--- config.mk ---
export PLATFORM = sky130hd
export DESIGN_NAME = kte_ctrl
export DESIGN_NICKNAME = d
export VERILOG_FILES = /design/src/rtl/core/kte_pkg.sv /design/src/rtl/core/kte_ctrl.sv
export SDC_FILE = /design/constraint.sdc
export NUM_CORES = 1
export LEC_CHECK = 0
export ABC_AREA = 1
export BUFFER_PORTS_ARGS = -buffer_cell sky130_fd_sc_hd__buf_2
export CORE_MARGIN = 3
export CORE_UTILIZATION = 45
export DETAILED_ROUTE_END_ITERATION = 12
export GPL_TIMING_DRIVEN = 0
export PLACE_DENSITY_LB_ADDON = 0.25
export SLEW_MARGIN = 20
export SYNTH_ARGS = -nofsm -noshare
export SYNTH_HDL_FRONTEND = slang
export SYNTH_SLANG_ARGS = --single-unit
--- constraint.sdc ---
create_clock -name clock -period 1.37 [get_ports clock]
set_input_delay 0.0685 -clock clock [delete_from_list [all_inputs] [get_ports clock]]
set_output_delay 0.0685 -clock clock [all_outputs]
set_load 0.02 [all_outputs]
--- src/rtl/core/kte_pkg.sv ---
// Package for the tilt estimator: payload structs, controller/datapath links,
// arithmetic constants and saturation helper. No dependencies.
`timescale 1ns / 1ps

package kte_pkg;

   localparam int DATA_WIDTH_DEF = 32;
   localparam int FIELD_W        = 32;
   localparam int NOISE_W        = 31;
   localparam int DT_W           = 16;
   localparam int COV_W          = 32;
   localparam int MUL_A_W        = 50;
   localparam int MUL_K_W        = 33;
   localparam int MUL_SPLIT      = 25;
   localparam int ACC_W          = MUL_A_W + MUL_K_W;
   localparam int WIDE_W         = 64;
   localparam int SHIFT_DT       = 16;
   localparam int SHIFT_Q30      = 30;
   localparam int CSR_IDX_W      = 2;
   localparam int OP_W           = 4;

   localparam logic [NOISE_W-1:0] Q_ANGLE_RST = NOISE_W'(1073742);
   localparam logic [NOISE_W-1:0] Q_GYRO_RST  = NOISE_W'(1073742);
   localparam logic [NOISE_W-1:0] R_ANGLE_RST = NOISE_W'(536870912);
   localparam logic [DT_W-1:0]    DT_RST      = DT_W'(328);
   localparam logic signed [COV_W-1:0] COV_ONE = COV_W'(1 << 30);

   localparam logic [CSR_IDX_W-1:0] CSR_Q_ANGLE   = 2'd0;
   localparam logic [CSR_IDX_W-1:0] CSR_Q_GYRO    = 2'd1;
   localparam logic [CSR_IDX_W-1:0] CSR_R_ANGLE   = 2'd2;
   localparam logic [CSR_IDX_W-1:0] CSR_STEP_TIME = 2'd3;

   // multiply-accumulate operations, issued in this order
   localparam logic [OP_W-1:0] OP_ANGLE_PRED = 4'd0;
   localparam logic [OP_W-1:0] OP_P00_PRED   = 4'd1;
   localparam logic [OP_W-1:0] OP_PCROSS_PRED= 4'd2;
   localparam logic [OP_W-1:0] OP_P11_PRED   = 4'd3;
   localparam logic [OP_W-1:0] OP_P00_UPD    = 4'd4;
   localparam logic [OP_W-1:0] OP_P01_UPD    = 4'd5;
   localparam logic [OP_W-1:0] OP_P10_UPD    = 4'd6;
   localparam logic [OP_W-1:0] OP_P11_UPD    = 4'd7;
   localparam logic [OP_W-1:0] OP_ANGLE_UPD  = 4'd8;
   localparam logic [OP_W-1:0] OP_BIAS_UPD   = 4'd9;

   typedef struct packed {
      logic signed [FIELD_W-1:0] accel_angle;
      logic signed [FIELD_W-1:0] gyro_rate;
   } req_type;

   typedef struct packed {
      logic signed [FIELD_W-1:0] angle_estimate;
      logic signed [FIELD_W-1:0] rate_estimate;
      logic signed [FIELD_W-1:0] bias_estimate;
   } rsp_type;

   typedef struct packed {
      logic            capture;
      logic            rate_en;
      logic            mul_lo;
      logic            mul_hi;
      logic            mul_wb;
      logic            err_en;
      logic            div_start;
      logic            fin;
      logic [OP_W-1:0] op;
   } cmd_type;

   typedef struct packed {
      logic e_pos;
      logic div_done;
   } sts_type;

   function automatic logic signed [WIDE_W-1:0] sat_wide(
      input logic signed [WIDE_W-1:0] x, input int unsigned bits);
      logic signed [WIDE_W-1:0] hi;
      logic signed [WIDE_W-1:0] lo;
      hi = (WIDE_W'(1) <<< (bits - 1)) - WIDE_W'(1);
      lo = -hi - WIDE_W'(1);
      if (x > hi) return hi;
      if (x < lo) return lo;
      return x;
   endfunction

endpackage

--- src/rtl/core/kte_ctrl.sv ---
// Sequencer of the tilt estimator: walks predict, then gain division and update when r_angle + P00 > 0,
// drives the datapath commands and both handshakes. Uses kte_pkg.
`timescale 1ns / 1ps

module kte_ctrl (
   input  logic              clock,
   input  logic              reset,
   input  logic              req_valid,
   output logic              req_stall,
   output logic              rsp_valid,
   input  logic              rsp_stall,
   input  kte_pkg::sts_type  sts,
   output kte_pkg::cmd_type  cmd
);
   import kte_pkg::*;

   localparam int ST_W = 3;
   localparam logic [ST_W-1:0] S_IDLE = 3'd0;
   localparam logic [ST_W-1:0] S_RATE = 3'd1;
   localparam logic [ST_W-1:0] S_MLO  = 3'd2;
   localparam logic [ST_W-1:0] S_MHI  = 3'd3;
   localparam logic [ST_W-1:0] S_MWB  = 3'd4;
   localparam logic [ST_W-1:0] S_ERR  = 3'd5;
   localparam logic [ST_W-1:0] S_DIV  = 3'd6;
   localparam logic [ST_W-1:0] S_FIN  = 3'd7;

   logic [ST_W-1:0] state_ff, state_in;
   logic [OP_W-1:0] op_ff, op_in;
   logic            rsp_valid_ff, rsp_valid_in;

   always_comb begin
      state_in     = state_ff;
      op_in        = op_ff;
      rsp_valid_in = rsp_valid_ff && rsp_stall;
      cmd          = '0;
      cmd.op       = op_ff;
      case (state_ff)
         S_IDLE: begin
            if (req_valid) begin
               cmd.capture = 1'b1;
               state_in    = S_RATE;
            end
         end
         S_RATE: begin
            cmd.rate_en = 1'b1;
            op_in       = OP_ANGLE_PRED;
            state_in    = S_MLO;
         end
         S_MLO: begin
            cmd.mul_lo = 1'b1;
            state_in   = S_MHI;
         end
         S_MHI: begin
            cmd.mul_hi = 1'b1;
            state_in   = S_MWB;
         end
         S_MWB: begin
            cmd.mul_wb = 1'b1;
            if (op_ff == OP_P11_PRED) begin
               state_in = S_ERR;
            end else if (op_ff == OP_BIAS_UPD) begin
               state_in = S_FIN;
            end else begin
               op_in    = op_ff + OP_W'(1);
               state_in = S_MLO;
            end
         end
         S_ERR: begin
            cmd.err_en = 1'b1;
            if (sts.e_pos) begin
               cmd.div_start = 1'b1;
               state_in      = S_DIV;
            end else begin
               // no valid gain: keep the predicted state
               state_in = S_FIN;
            end
         end
         S_DIV: begin
            if (sts.div_done) begin
               op_in    = OP_P00_UPD;
               state_in = S_MLO;
            end
         end
         S_FIN: begin
            // hold until the result register is free
            if (!rsp_valid_ff || !rsp_stall) begin
               cmd.fin      = 1'b1;
               rsp_valid_in = 1'b1;
               state_in     = S_IDLE;
            end
         end
         default: state_in = S_IDLE;
      endcase
   end

   always_ff @(posedge clock) begin
      if (reset) begin
         state_ff     <= S_IDLE;
         op_ff        <= OP_ANGLE_PRED;
         rsp_valid_ff <= 1'b0;
      end else begin
         state_ff     <= state_in;
         op_ff        <= op_in;
         rsp_valid_ff <= rsp_valid_in;
      end
   end

   assign req_stall = (state_ff != S_IDLE);
   assign rsp_valid = rsp_valid_ff;

   a_div_from_err: assert property (@(posedge clock) disable iff (reset)
      cmd.div_start |-> (state_ff == S_ERR) && sts.e_pos)
      else $error("divider started outside the gain step");
   a_err_after_predict: assert property (@(posedge clock) disable iff (reset)
      (state_ff == S_ERR) |-> (op_ff == OP_P11_PRED))
      else $error("update entered before predict finished");
   a_wb_next: assert property (@(posedge clock) disable iff (reset)
      (state_ff == S_MWB) |=> (state_ff == S_MLO) || (state_ff == S_ERR) || (state_ff == S_FIN))
      else $error("bad state after write-back");
   a_fin_loads: assert property (@(posedge clock) disable iff (reset)
      cmd.fin |=> rsp_valid_ff)
      else $error("result not presented after load");

endmodule

# == After elaboration in Yosys (flattened, before gate mapping) ==
# Cells that the tools add are included.
# totals
reg_bits,8
input_bits,6
out_inout_bits,14
wordCells,50
# op_classes
n_addsub,1
n_eq_ne,14
mux,23
n_reduce_logical,9
# ops
op,count
3-bit one-hot mux with 8 select lines,1
3-bit two-way mux,5
3-bit == test (second input constant),4
1-bit two-way mux,12
4-bit two-way mux,3
4-bit one-hot mux with 3 select lines,1
2-bit != test (second input constant),5
3-bit by 2-bit == test with 1-bit output (second input constant),2
3-bit nonzero test,2
4-bit by 1-bit adder with 4-bit output (second input constant),1
4-bit by 2-bit == test with 1-bit output (second input constant),1
4-bit == test (second input constant),1
4-bit AND reduction,1
3-bit by 1-bit == test with 1-bit output (second input constant),1
3-bit zero test,1
3-bit AND reduction,1
1-bit zero test,2
2-bit two-way mux,1
1-bit logical AND,1
1-bit logical OR,1

# == Logic depth before layout (Yosys ltp) ==
# Gate-level depths: netlist of the first run.
# logic_depth
word_depth,4
ltp_mapped,10
depth_no_buf,9

# == Least setup slack after synthesis of the first run ==
# Ideal clock, no wire load.
# synth_path
kind,register -> register
from,register op_ff[0]
to,register op_ff[1]
setup_time_ps,116
arrival_ps,1262
t_required_ps,1254
setup_slack_ps,-8
path_stages_with_launch,9
n_path_buf,0
period_less_slack_ps,1378
cell_sequence,dfxtp_1 ha_1 nand3_1 nor2_4 nor2_4 nand2_4 nand2_1 nand2_1 nor2_1
# synth_via
elab_chain_cells,4
elab_cells_between_ends,9
classes_between,1 x add/sub; 4 x eq/ne; 3 x mux; 1 x reduce/logical
# synth_lines
element,line_no,text
start: declaration,kte_ctrl.sv:28,"logic [OP_W-1:0] op_ff, op_in;"
start signal: assignment,kte_ctrl.sv:103,op_ff <= op_in;
4-bit by 1-bit adder with 4-bit output,kte_ctrl.sv:64,op_in = op_ff + OP_W'(1);
4-bit two-way mux,kte_ctrl.sv:61,end else if (op_ff == OP_BIAS_UPD) begin
4-bit two-way mux,kte_ctrl.sv:59,if (op_ff == OP_P11_PRED) begin
4-bit one-hot mux with 3 select lines,kte_ctrl.sv:37,case (state_ff)
# Parallel ways exist; a longest one is shown, timed or not. The select of a mux whose other input is x is not followed.
# A chain may end at the register's enable or synchronous reset.

# == Final worst setup path of the first run ==
# layout_path
from,register op_ff[0]
to,register op_ff[2]
# The elaborated chain is that of the path after synthesis.

==> impl_summary.md, run 1 <==
Placement
The half-perimeter wire length of the detailed placement result is 1110 um. The count of buffers added on input and output ports is 19. The final weighted congestion in routability-driven placement is slightly above 0.8. The post-placement cell count is 126.

Worst setup path
For flop-to-flop paths, the worst setup slack is 0.09 ns. STA classifies the critical path endpoint as a flip-flop. Of all nets on the critical path, the largest fanout is 7.

In this run the worst setup path begins at op_ff[0]$_SDFFE_PP0P_. The worst register-to-register path has a depth of 8. The worst register-to-register path begins at op_ff[0]$_SDFFE_PP0P_. The endpoint of the worst setup timing path is op_ff[2]$_SDFFE_PP0P_. For the worst setup path, the data required time is about 1.5 ns. The capturing point of the worst reg2reg path is op_ff[2]$_SDFFE_PP0P_. The worst setup path is launched from a flip-flop. The critical path is of the flip-flop to flip-flop type. The critical path data arrival time is roughly 1.4 ns.

Detailed routing
The mean routed wirelength per cell is 11.2 um. After detailed routing, the number of remaining DRC violations is 0. After the first detailed-routing iteration, the DRC count stood at 12. Wires add up to roughly 1400 um. The count of nets left with antenna violations once routing finished came out at 0.

For this run, the detailed router's first-pass iteration total came to 4. The detailed-route via count is 649. The ratio of routed vias to standard cells is 5.03.

Layout
Cells with a size suffix above 1 make up 34.8% of the layout. The area growth from synthesis to layout is 25.5%. The final non-filler cell total is 129. At the end of the flow, the number of nets in the layout was 125. The antenna cell count is 0.

Die
The total area inside the core boundary comes to 0.00117 mm^2. The die width is roughly 42 um. The initial core utilization is 51.1%. For this design the top-level I/O count stands at 20. The die outline area is approximately 0.0018 mm^2. In this run the vertical extent of the chip is 42.5 um.

The row count is 12.

Min path
The critical hold path startpoint is reset. The min-delay analysis places its worst path in the category input pin to flip-flop.

Clock network
CTS built an H-tree with a depth of 1. The maximum buffer depth of the clock tree is 2. The TritonCTS clock tree is done. The number of post-CTS setup repair buffers is 0.

After clock tree synthesis, the clock-pin slew on the worst setup and hold paths is ~0.060 ns. The clock buffer count from CTS is 3. The insertion delay to the later sink of the worst-skew pair is 0.26 ns.

The number of clock sinks seen by CTS is 8. The tree is rooted in a clkbuf_4.

Global routing
The initial antenna violation count is 0. The number of global-route vias before repair came to 544. The aggregate global routing overflow is 0.

Entering global routing, the biggest net connects 11 pins. The global router's overall resource usage is 16.7%. The wire length of the first global-routing pass is 2230 um.

Outcome
The run finished with clean final reports.

Synth
The mux cell area share after synthesis is 0%. Of the total synthesized cell area, the portion taken by AND, OR, NAND and NOR gates is 45.4%. A synthesized cell averages 6.43 um^2. dfxtp_1 takes more of the synthesized area than any other cell. Sorting the synthesized cells by area gives the leading types as dfxtp_1 (27%), nand2_1 (11%), inv_1 (9.4%). The synthesized netlist devotes 4.18% of its cell area to adder and majority cells. The total nets after synthesis is 101. For this run, the register share of the synthesized area comes to between 20% and 30%. The portion of synthesized cell area occupied by the leading cell type is 26.8%. The synthesized netlist devotes 11.7% of its cell area to compound gates.

The netlist area before placement is 598 um^2. The synthesized design contains 8 register bits. After technology mapping, the gate count stands at 93. Summing the areas of all xor and xnor instances in the mapped netlist gives 0% of the synthesized area. For this run, the number of Yosys warnings is 0. Synthesis instantiated 20 different standard cells from the library.

After synthesis, the largest family of logic cells by area is simple AND/OR/NAND/NOR gates.

STA
The final-report setup violation count is 0. Derived from the worst setup path, the maximum achievable clock frequency is 784 MHz. The slew at the pin with the worst max-slew slack is 0.228 ns.

The final-report max-slew violation count was 0. The final hold violation count is 0. The worst path in the final design needs a cycle of 1.28 ns, including I/O delays and setup. The relative max-transition margin is 84.6%.

The share of the clock period used by the worst path after layout is 93.1%. The setup skew after layout is 0.00161 ns.

Power
The total design power is ~1.0 mW. The power density relative to cell area is 1390 mW/mm^2. The peak supply drop is about 840 uV. In this run the static leakage power is 0.396 nW.

Run
The tool flagged a number of max-cap violations equal to 0.
per-stage QoR:
step	hold WS [ns]	setup slack (ns)	utilization, %	instance area, um^2	TNS, ns
finish	0.0204	0.0943	64.1	751	0
floorplan	0.130	0.0584	-	601	0
global placement	0.285	0.0368	60.9	713	0
detailed placement	0.299	0.0243	60.9	713	0
CTS	0.0170	0.00478	63.4	742	0
global route	0.0294	-0.00434	64.1	751	-0.00664
power by group:
group / internal (mW) / switching (mW)
combinational: 0.176 / 0.337
clock: 0.101 / 0.0850
sequential: 0.280 / 0.0673
layer usage:
layer	wire length, um	track usage, %	vias up
li1	-	-	346
met1	650	19.9	282
met2	689	27.1	16
met3	65	3.86	5
met4	38	9.32	0
met5	0	0	-
area by class of cell:
cell class                      count  area [um^2]
Clock buffer                        3         22.5
Tap cell                           14         17.5
Fill cell                         119          420
Buffer                              1         11.3
Inverter                           16         60.1
Multi-Input combinational cell     68          379
Sequential cell                     8          165
Timing Repair Buffer               19         95.1
cell families (layout without fill, tap and decap cells):
logic type / Yosys count / count (layout)
AO/OA/AOI/OAI: 13 / 13
buffers and inverters: 17 / 39
AND/OR/NAND/NOR: 53 / 53
flip-flops: 8 / 8
adder cells (fa/ha/maj): 2 / 2
worst min path at each step:
stage,cells past startpoint,slack (ns),endpoint
final,2,0.02,op_ff[0]$_SDFFE_PP0P_
after global routing,2,0.03,op_ff[0]$_SDFFE_PP0P_
after CTS,2,0.02,state_ff[1]$_SDFFE_PP0P_
after detailed placement,2,0.30,op_ff[3]$_SDFFE_PP0P_
after global placement,2,0.29,op_ff[0]$_SDFFE_PP0P_
after floorplan,1,0.13,op_ff[0]$_SDFFE_PP0P_
registers in the layout (all words and copies together) (netlist names):
signal / flops
op_ff: 4
state_ff: 3
rsp_valid: 1
cell usage after synthesis:
library cell,count
o21ai_0,2
inv_2,1
o31ai_1,1
nand2_1,17
nand3_2,1
nand2_2,1
nor3_1,2
ha_1,2
o22ai_1,1
a21oi_1,8
nor2_1,13
nor2_2,3
dfxtp_1,8
nand4_1,2
nor2_4,3
nand2_4,2
a31oi_1,1
buf_6,1
inv_1,15
nand3_1,9
worst max-delay path: stages (launching register included):
cell and delay, ns:
dfxtp_2 0.40, ha_2 0.25, nand3_2 0.12, nor2_4 0.12
nor2_4 0.06, nand2_4 0.08, nand2_1 0.06, nand2_1 0.06
nor2_1 0.04
what timing repair did:
action                                  4_1_cts  5_1_grt
hold buffers                                  0        0
hold endpoints to repair                      0        0
pin swaps                                     0        0
endpoints found under the setup margin        1        7
gates resized for setup                       2        4
cells in the final DEF, fill, tap and decap left out:
master	count
nor3_1	2
buf_2	19
ha_1	1
dfxtp_1	4
clkbuf_4	3
o21ai_0	1
o22ai_1	1
nand3_1	8
nand2_2	1
inv_2	1
dfxtp_2	4
nand4_1	2
ha_2	1
nand3_2	2
nand2_1	17
inv_1	15
a31oi_1	1
a21oi_1	8
o31ai_1	1
nor2_4	4
nand2_4	2
o21ai_1	1
buf_6	1
nor2_1	13
nor2_2	2
Note: power is estimated with default switching activity, not from simulation.
==> run 2, diff against run 1 <==
BUFFER_PORTS_ARGS = unset   (was -buffer_cell sky130_fd_sc_hd__buf_2)
DONT_BUFFER_PORTS = 1   (was unset)
==> impl_summary.md, run 2 (synthesized netlist as in run 1, its figures left out) <==
Power
The leakage power summed over all cells is 0.335 nW (-15%). The peak supply drop is 741 uV (-12%). The power density relative to cell area was 1420 mW/mm^2 (+2.0%).

Die
The number of top-level design ports is 20 (unchanged). The initial core utilization was 51.1% (unchanged). The placeable core region is 0.00117 mm^2 (unchanged). The height of the die was 42.5 um (unchanged).

The die outline area is 0.00180 mm^2 (unchanged). The die width was 42.5 um (unchanged). The row count was 12 (unchanged).

Min path
The worst hold path begins at reset. The type of the worst min-delay path is input pin to flip-flop.

Layout
Compared with the post-synthesis result, the final layout area differs by 27.0%. The antenna cell count is 0 (unchanged). The final standard cell utilization of the core is 64.9% (+0.75 points). More flip-flops sit in one register than any other, and that register is op_ff. The layout filler cell count is 107 (-10%).

The count of nets after finishing is 111 (-11%). The flip-flop count of the largest register, all copies and words added is 4 (unchanged). The final design instance area without fill is 759 um^2 (+1.2%). In the layout the commonest cells are inv_1 (14), nand2_1 (14), nor2_1 (11). The fraction of layout cells with a size suffix above 1 is 34.7% (-0.13 points).

Detailed routing
The highest metal layer with signal wires is met4. The detailed-route via count is 618 (-4.8%). The detailed router's first-iteration violation count is 17 (+5).

The met3 routed wirelength is 112 um (+72%). The number of iterations in the first detailed-routing pass came to 4 (unchanged). The mean routed wirelength per cell is 12.9 um (+15%).

The met2 layer wire length in the routed design is 755 um (+9.6%). The total routed wirelength is 1480 um (+2.6%). The number of antenna-violating nets in the routed design is 0 (unchanged). The ratio of routed vias to standard cells is 5.37 (+6.8%). The wire length the detailed router placed on met1 is 604 um (-7.1%). The number of design rule violations left after detail routing was 0 (unchanged).

STA
The final-report max-slew violation count is 0 (unchanged). The slew at the pin with the worst max-slew slack came to 0.434 ns (+0.206 ns). The final-report setup violation count is 0 (unchanged). The maximum clock rate is 775 MHz (-1.1%). The final hold violation count is 0 (unchanged).

The share of the clock period used by the worst path after layout is 94.1% (+1.0 points). The setup skew after layout is 0.00339 ns (+0.00178 ns). Setup repair after global routing left no endpoint under its margin. The relative max-transition margin is 71.0% (-14 points). The post-route worst hold slack came to 0.0281 ns (+0.00772 ns). The post-route minimum period is 1.29 ns (+0.0141 ns).

The final worst slack was 0.0802 ns (-0.0141 ns).

Clock network
The number of clock sinks seen by CTS came to 8 (unchanged). The insertion delay to the later sink of the worst-skew pair was 0.25 ns (about the same). The clock-pin slew reported for the worst setup and hold paths after clock tree synthesis is 0.06 ns (about the same). The clock buffer count from CTS is 3 (unchanged). The maximum buffer depth of the clock tree came to 2 (unchanged).

TritonCTS built the clock tree. The root cell of the clock tree is clkbuf_4. The number of H-tree levels was 1 (unchanged).

Worst setup path
The critical path data arrival time is 1.22 ns (-0.21 ns). The source of the worst register-to-register timing path is op_ff[1]$_SDFFE_PP0P_. The critical path start-end classification is flip-flop to primary output. The required time at the worst-slack endpoint is 1.30 ns (-0.22 ns). The minimum setup slack among reg-to-reg paths is 0.11 ns (+0.02 ns). Tracing the worst setup path back leads to its startpoint at state_ff[2]$_SDFFE_PP0P_. The maximum fanout encountered on the critical timing path came to 7 (unchanged). The worst setup path is launched from a flip-flop.

The worst setup path is captured at a primary output.

Outcome
The flow ran to the end, and the final reports show no timing, DRC or antenna violations.

Placement
The post-place instance area is 618 um^2 (-13%). The port buffer count is 0 (-19). The worst-case setup slack after placement was -0.0671 ns (-0.0914 ns). The half-perimeter wire length of the detailed placement result came to 996 um (-10%). The final weighted congestion in routability-driven placement is 0.822 (+1.4%).

Global routing
The maximum number of pins on one net before global-route repair is 11 (unchanged). The aggregate global routing overflow was 0 (unchanged). The wire length of the first global-routing pass came to 2370 um (+6.5%). The number of global-route vias before repair is 535 (-1.7%). The global router's overall resource usage is 17.1% (+0.41 points). The initial antenna violation count was 0 (unchanged).

Run
The number of violations of the max-capacitance limit is 0 (unchanged).
## run 2: changes by cell type in the layout (fill, tap and decap cells not counted), moves of 2 or more
cell | previous run | this run
buf_2 | 19 | 0
buf_4 | 0 | 3
dfxtp_4 | 0 | 3
nand2_1 | 17 | 14
dfxtp_1 | 4 | 2
dlygate4sd3_1 | 0 | 2
nand2_2 | 1 | 3
nor2_1 | 13 | 11
nor2_4 | 4 | 6
## run 2: repair_timing
action	in CTS	in global routing
pin swaps	0	4
gates resized for setup	10	14
hold buffers	2	0
hold endpoints to repair	4	0
buffers inserted	0	3
cloned	0	0
endpoints found under the setup margin	6	11
## run 2: report_power, final
part | switching (mW) | leakage, nW | internal [mW] | total (mW)
clock network | 0.0853 | 0.0138 | 0.101 | 0.186
logic | 0.337 | 0.253 | 0.169 | 0.507
registers | 0.101 | 0.0687 | 0.286 | 0.387
## run 2: per-layer routing
metal	up-vias	GRT usage [%]
met1	278	22.1
met5	-	0
met2	21	26.4
met3	2	5.58
met4	0	5.59
li1	317	-
## run 2: worst paths after layout
| path | cells after the start | to |
|---|---|---|
| hold / removal | 3 | op_ff[1]$_SDFFE_PP0P_ |
| setup / recovery | 4 | cmd[5] |
| setup reg to reg | 8 | op_ff[1]$_SDFFE_PP0P_ |
| hold reg to reg | 2 | op_ff[0]$_SDFFE_PP0P_ |
## run 2: area by class of cell
cell class	instances	area, um^2	area share [%]
multi-input cells	68	430	56.7
well taps	14	17.5	2.31
flip-flops and latches	8	175	23.1
clock buffers	3	22.5	2.97
repair buffers	5	42.5	5.60
inverters	16	60.1	7.91
plain buffers	1	11.3	1.48
## run 2: metrics by stage
| step | cells | TNS, ns | power, mW |
|---|---|---|---|
| 4_1_cts | 112 | 0 | 1.01 |
| 3_5_place_dp | 107 | -0.0822 | 0.777 |
| 5_1_grt | 115 | 0 | 1.16 |
| 2_1_floorplan | 93 | 0 | 0.713 |
| 3_3_place_gp | 107 | -0.0790 | 0.773 |
| 6_report | 115 | 0 | 1.08 |
## run 2: worst max-delay path, cell delays in order, from the launching register on
cell     delay (ns)
dfxtp_1        0.32
buf_6          0.12
buf_4          0.11
nand3_1        0.10
nor2_1         0.33
==> run 3, diff against run 2 <==
CORE_AREA = 8 8 45 47   (was unset)
CORE_MARGIN = unset   (was 3)
CORE_UTILIZATION = unset   (was 45)
DIE_AREA = 0 0 53 55   (was unset)
==> impl_summary.md, run 3 (synthesized netlist as in run 1, its figures left out) <==
Layout
The antenna cell count was 0 (unchanged). The flip-flop count of the largest register, all copies and words added is 4 (unchanged). The combined area of the multi-input logic cells came to 447 um^2 (+3.8%). The layout filler cell count is 145 (+36%).

The flip-flop and latch area is 176 um^2 (+0.71%). In the layout the commonest cells are inv_1 (14), nand2_1 (14), nor2_1 (9). The fraction of layout cells with a size suffix above 1 is 40.4% (+5.7 points).

The register containing the most flip-flops in the final layout is op_ff. The final design instance area without fill is 810 um^2 (+6.6%). The count of nets after finishing came to 114 (+2.7%). The area overhead of the layout relative to synthesis is 35.4%.

Worst setup path
The kind of start point of the critical path is a flip-flop. The critical path endpoint category is a flip-flop. The maximum fanout encountered on the critical timing path is 6 (-1). The maximum cell stage delay along the critical path is 0.31 ns (-0.02 ns). The critical path start-end classification is flip-flop to flip-flop. The largest individual stage delay along the critical path comes from the cell dfxtp_2.

The required time at the worst-slack endpoint was 1.56 ns (+0.26 ns). Walking the worst path, the cells encountered are buf_6 > buf_6 > buf_6 > nand2_4 > nor2_4 > nor2_4 > nand2_4 > nand2_2 > nand2_1 > nor2_1. The critical path data arrival time is 1.49 ns (+0.27 ns). The cell that appears most often on the critical path is buf_6.

Detailed routing
The number of antenna-violating nets in the routed design is 0 (unchanged). The total routed wirelength is 1560 um (+5.2%). The ratio of routed vias to standard cells was 5.31 (-1.2%). The mean routed wirelength per cell is 13.0 um (+0.82%).

The number of design rule violations left after detail routing came to 0 (unchanged). The detailed router's first-iteration violation count is 12 (-5). The number of iterations in the first detailed-routing pass came to 4 (unchanged). The detailed-route via count came to 637 (+3.1%).

Die
The number of top-level design ports is 20 (unchanged). The placeable core region is 0.00138 mm^2 (+18%). The height of the die is 55 um (+30%). The die outline area was 0.00292 mm^2 (+62%). The row count is 14 (+2). The initial core utilization is 43.2% (-7.8 points). The die width is 53 um (+25%).

Clock network
The number of clock sinks seen by CTS is 8 (unchanged). The clock buffer count from CTS came to 3 (unchanged). The insertion delay to the later sink of the worst-skew pair is 0.26 ns (about the same). The clock-pin slew reported for the worst setup and hold paths after clock tree synthesis was 0.06 ns (about the same). The TritonCTS clock tree is done. The maximum buffer depth of the clock tree is 2 (unchanged). The number of H-tree levels is 1 (unchanged). The root cell of the clock tree is clkbuf_4.

STA
The slew at the pin with the worst max-slew slack is 0.444 ns (+0.00991 ns). The final-report max-slew violation count is 0 (unchanged). The final hold violation count is 0 (unchanged).

The final worst slack is 0.0694 ns (-0.0108 ns). The post-route minimum period was 1.30 ns (+0.0108 ns). The maximum clock rate is 769 MHz (-0.83%). The relative max-transition margin is 70.3% (-0.66 points). The final-report setup violation count is 0 (unchanged).

The setup skew after layout came to 0.00405 ns (+0.000661 ns). The share of the clock period used by the worst path after layout was 94.9% (+0.79 points). Setup repair after global routing could not meet its margin everywhere.

Min path
In this run the worst hold path is classified as input pin to flip-flop.

Global routing
The maximum number of pins on one net before global-route repair is 10 (-1). The initial antenna violation count is 0 (unchanged). The aggregate global routing overflow is 0 (unchanged). The wire length of the first global-routing pass is 2350 um (-1.1%). The global router's overall resource usage is 10.8% (-6.3 points).

The number of global-route vias before repair came to 552 (+3.2%).

Placement
The worst-case setup slack after placement was -0.100 ns (-0.0330 ns). The port buffer count was 0 (unchanged). The post-place instance area came to 621 um^2 (+0.40%). The half-perimeter wire length of the detailed placement result came to 1100 um (+10%). The final weighted congestion in routability-driven placement is 0.795 (-3.4%).

Run
The number of violations of the max-capacitance limit came to 0 (unchanged).

Power
The peak supply drop came to 770 uV (+3.9%). The power density relative to cell area is 1390 mW/mm^2 (-2.2%). The leakage power summed over all cells was 0.351 nW (+4.6%).

Outcome
The flow ran to the end, and the final reports show no timing, DRC or antenna violations.
-- run 3: changes by cell type in the layout (fill, tap and decap cells not counted), sizes merged --
cell / before / now
buf: 4 / 7
-- run 3: layer usage --
layer	wire length [um]	global-route usage, %	vias up
li1	-	-	321
met1	643	11.6	296
met2	768	17.0	18
met3	137	4.55	2
met4	8	7.76	0
met5	0	0	-
-- run 3: worst paths after layout --
check | startpoint | cells after the start | end | slack, ns
worst max-delay path | state_ff[2]$_SDFFE_PP0P_ | 10 | op_ff[2]$_SDFFE_PP0P_ | 0.07
worst min register to register | op_ff[3]$_SDFFE_PP0P_ | 2 | op_ff[3]$_SDFFE_PP0P_ | 0.55
worst max register to register | state_ff[2]$_SDFFE_PP0P_ | 10 | op_ff[2]$_SDFFE_PP0P_ | 0.07
worst min-delay path | reset | 3 | op_ff[1]$_SDFFE_PP0P_ | 0.01
-- run 3: report_power, final --
part           total, mW  switching [mW]  internal (mW)  leakage [nW]
combinational      0.550           0.355          0.195         0.268
sequential         0.390           0.103          0.287        0.0691
clock              0.186          0.0850          0.101        0.0138
-- run 3: final cells by class --
type / instances / area share, %
Clock buffer: 3 / 2.78
Multi-Input combinational cell: 68 / 55.2
Sequential cell: 8 / 21.8
Buffer: 1 / 1.39
Inverter: 16 / 7.42
Tap cell: 16 / 2.47
Timing Repair Buffer: 8 / 8.96
-- run 3: worst max-delay path, delay by kind of cell, from the launching register on --
| kind | cells | cell delay, ns |
|---|---|---|
| buf+inv | 3 | 0.34 |
| flops | 1 | 0.31 |
| simple gates | 7 | 0.57 |
-- run 3: repair_timing --
item                                    CTS  global route
endpoints found under the setup margin    9            11
resized for setup                        11            22
hold buffers                              2             0
buffers inserted                          2             4
pin swaps                                 2             6
endpoints found under the hold margin     4             0
-- run 3: stage by stage --
step	cells	total power, mW	util (%)	hold slack, ns	setup TNS (ns)
2_1_floorplan	93	0.713	-	0.130	0
3_3_place_gp	109	0.782	44.8	0.133	-0.140
3_5_place_dp	109	0.784	44.8	0.135	-0.151
4_1_cts	116	1.03	51.4	0.00239	0
5_1_grt	120	1.21	58.5	0.0102	-0.00187
6_report	120	1.13	58.5	0.00959	0
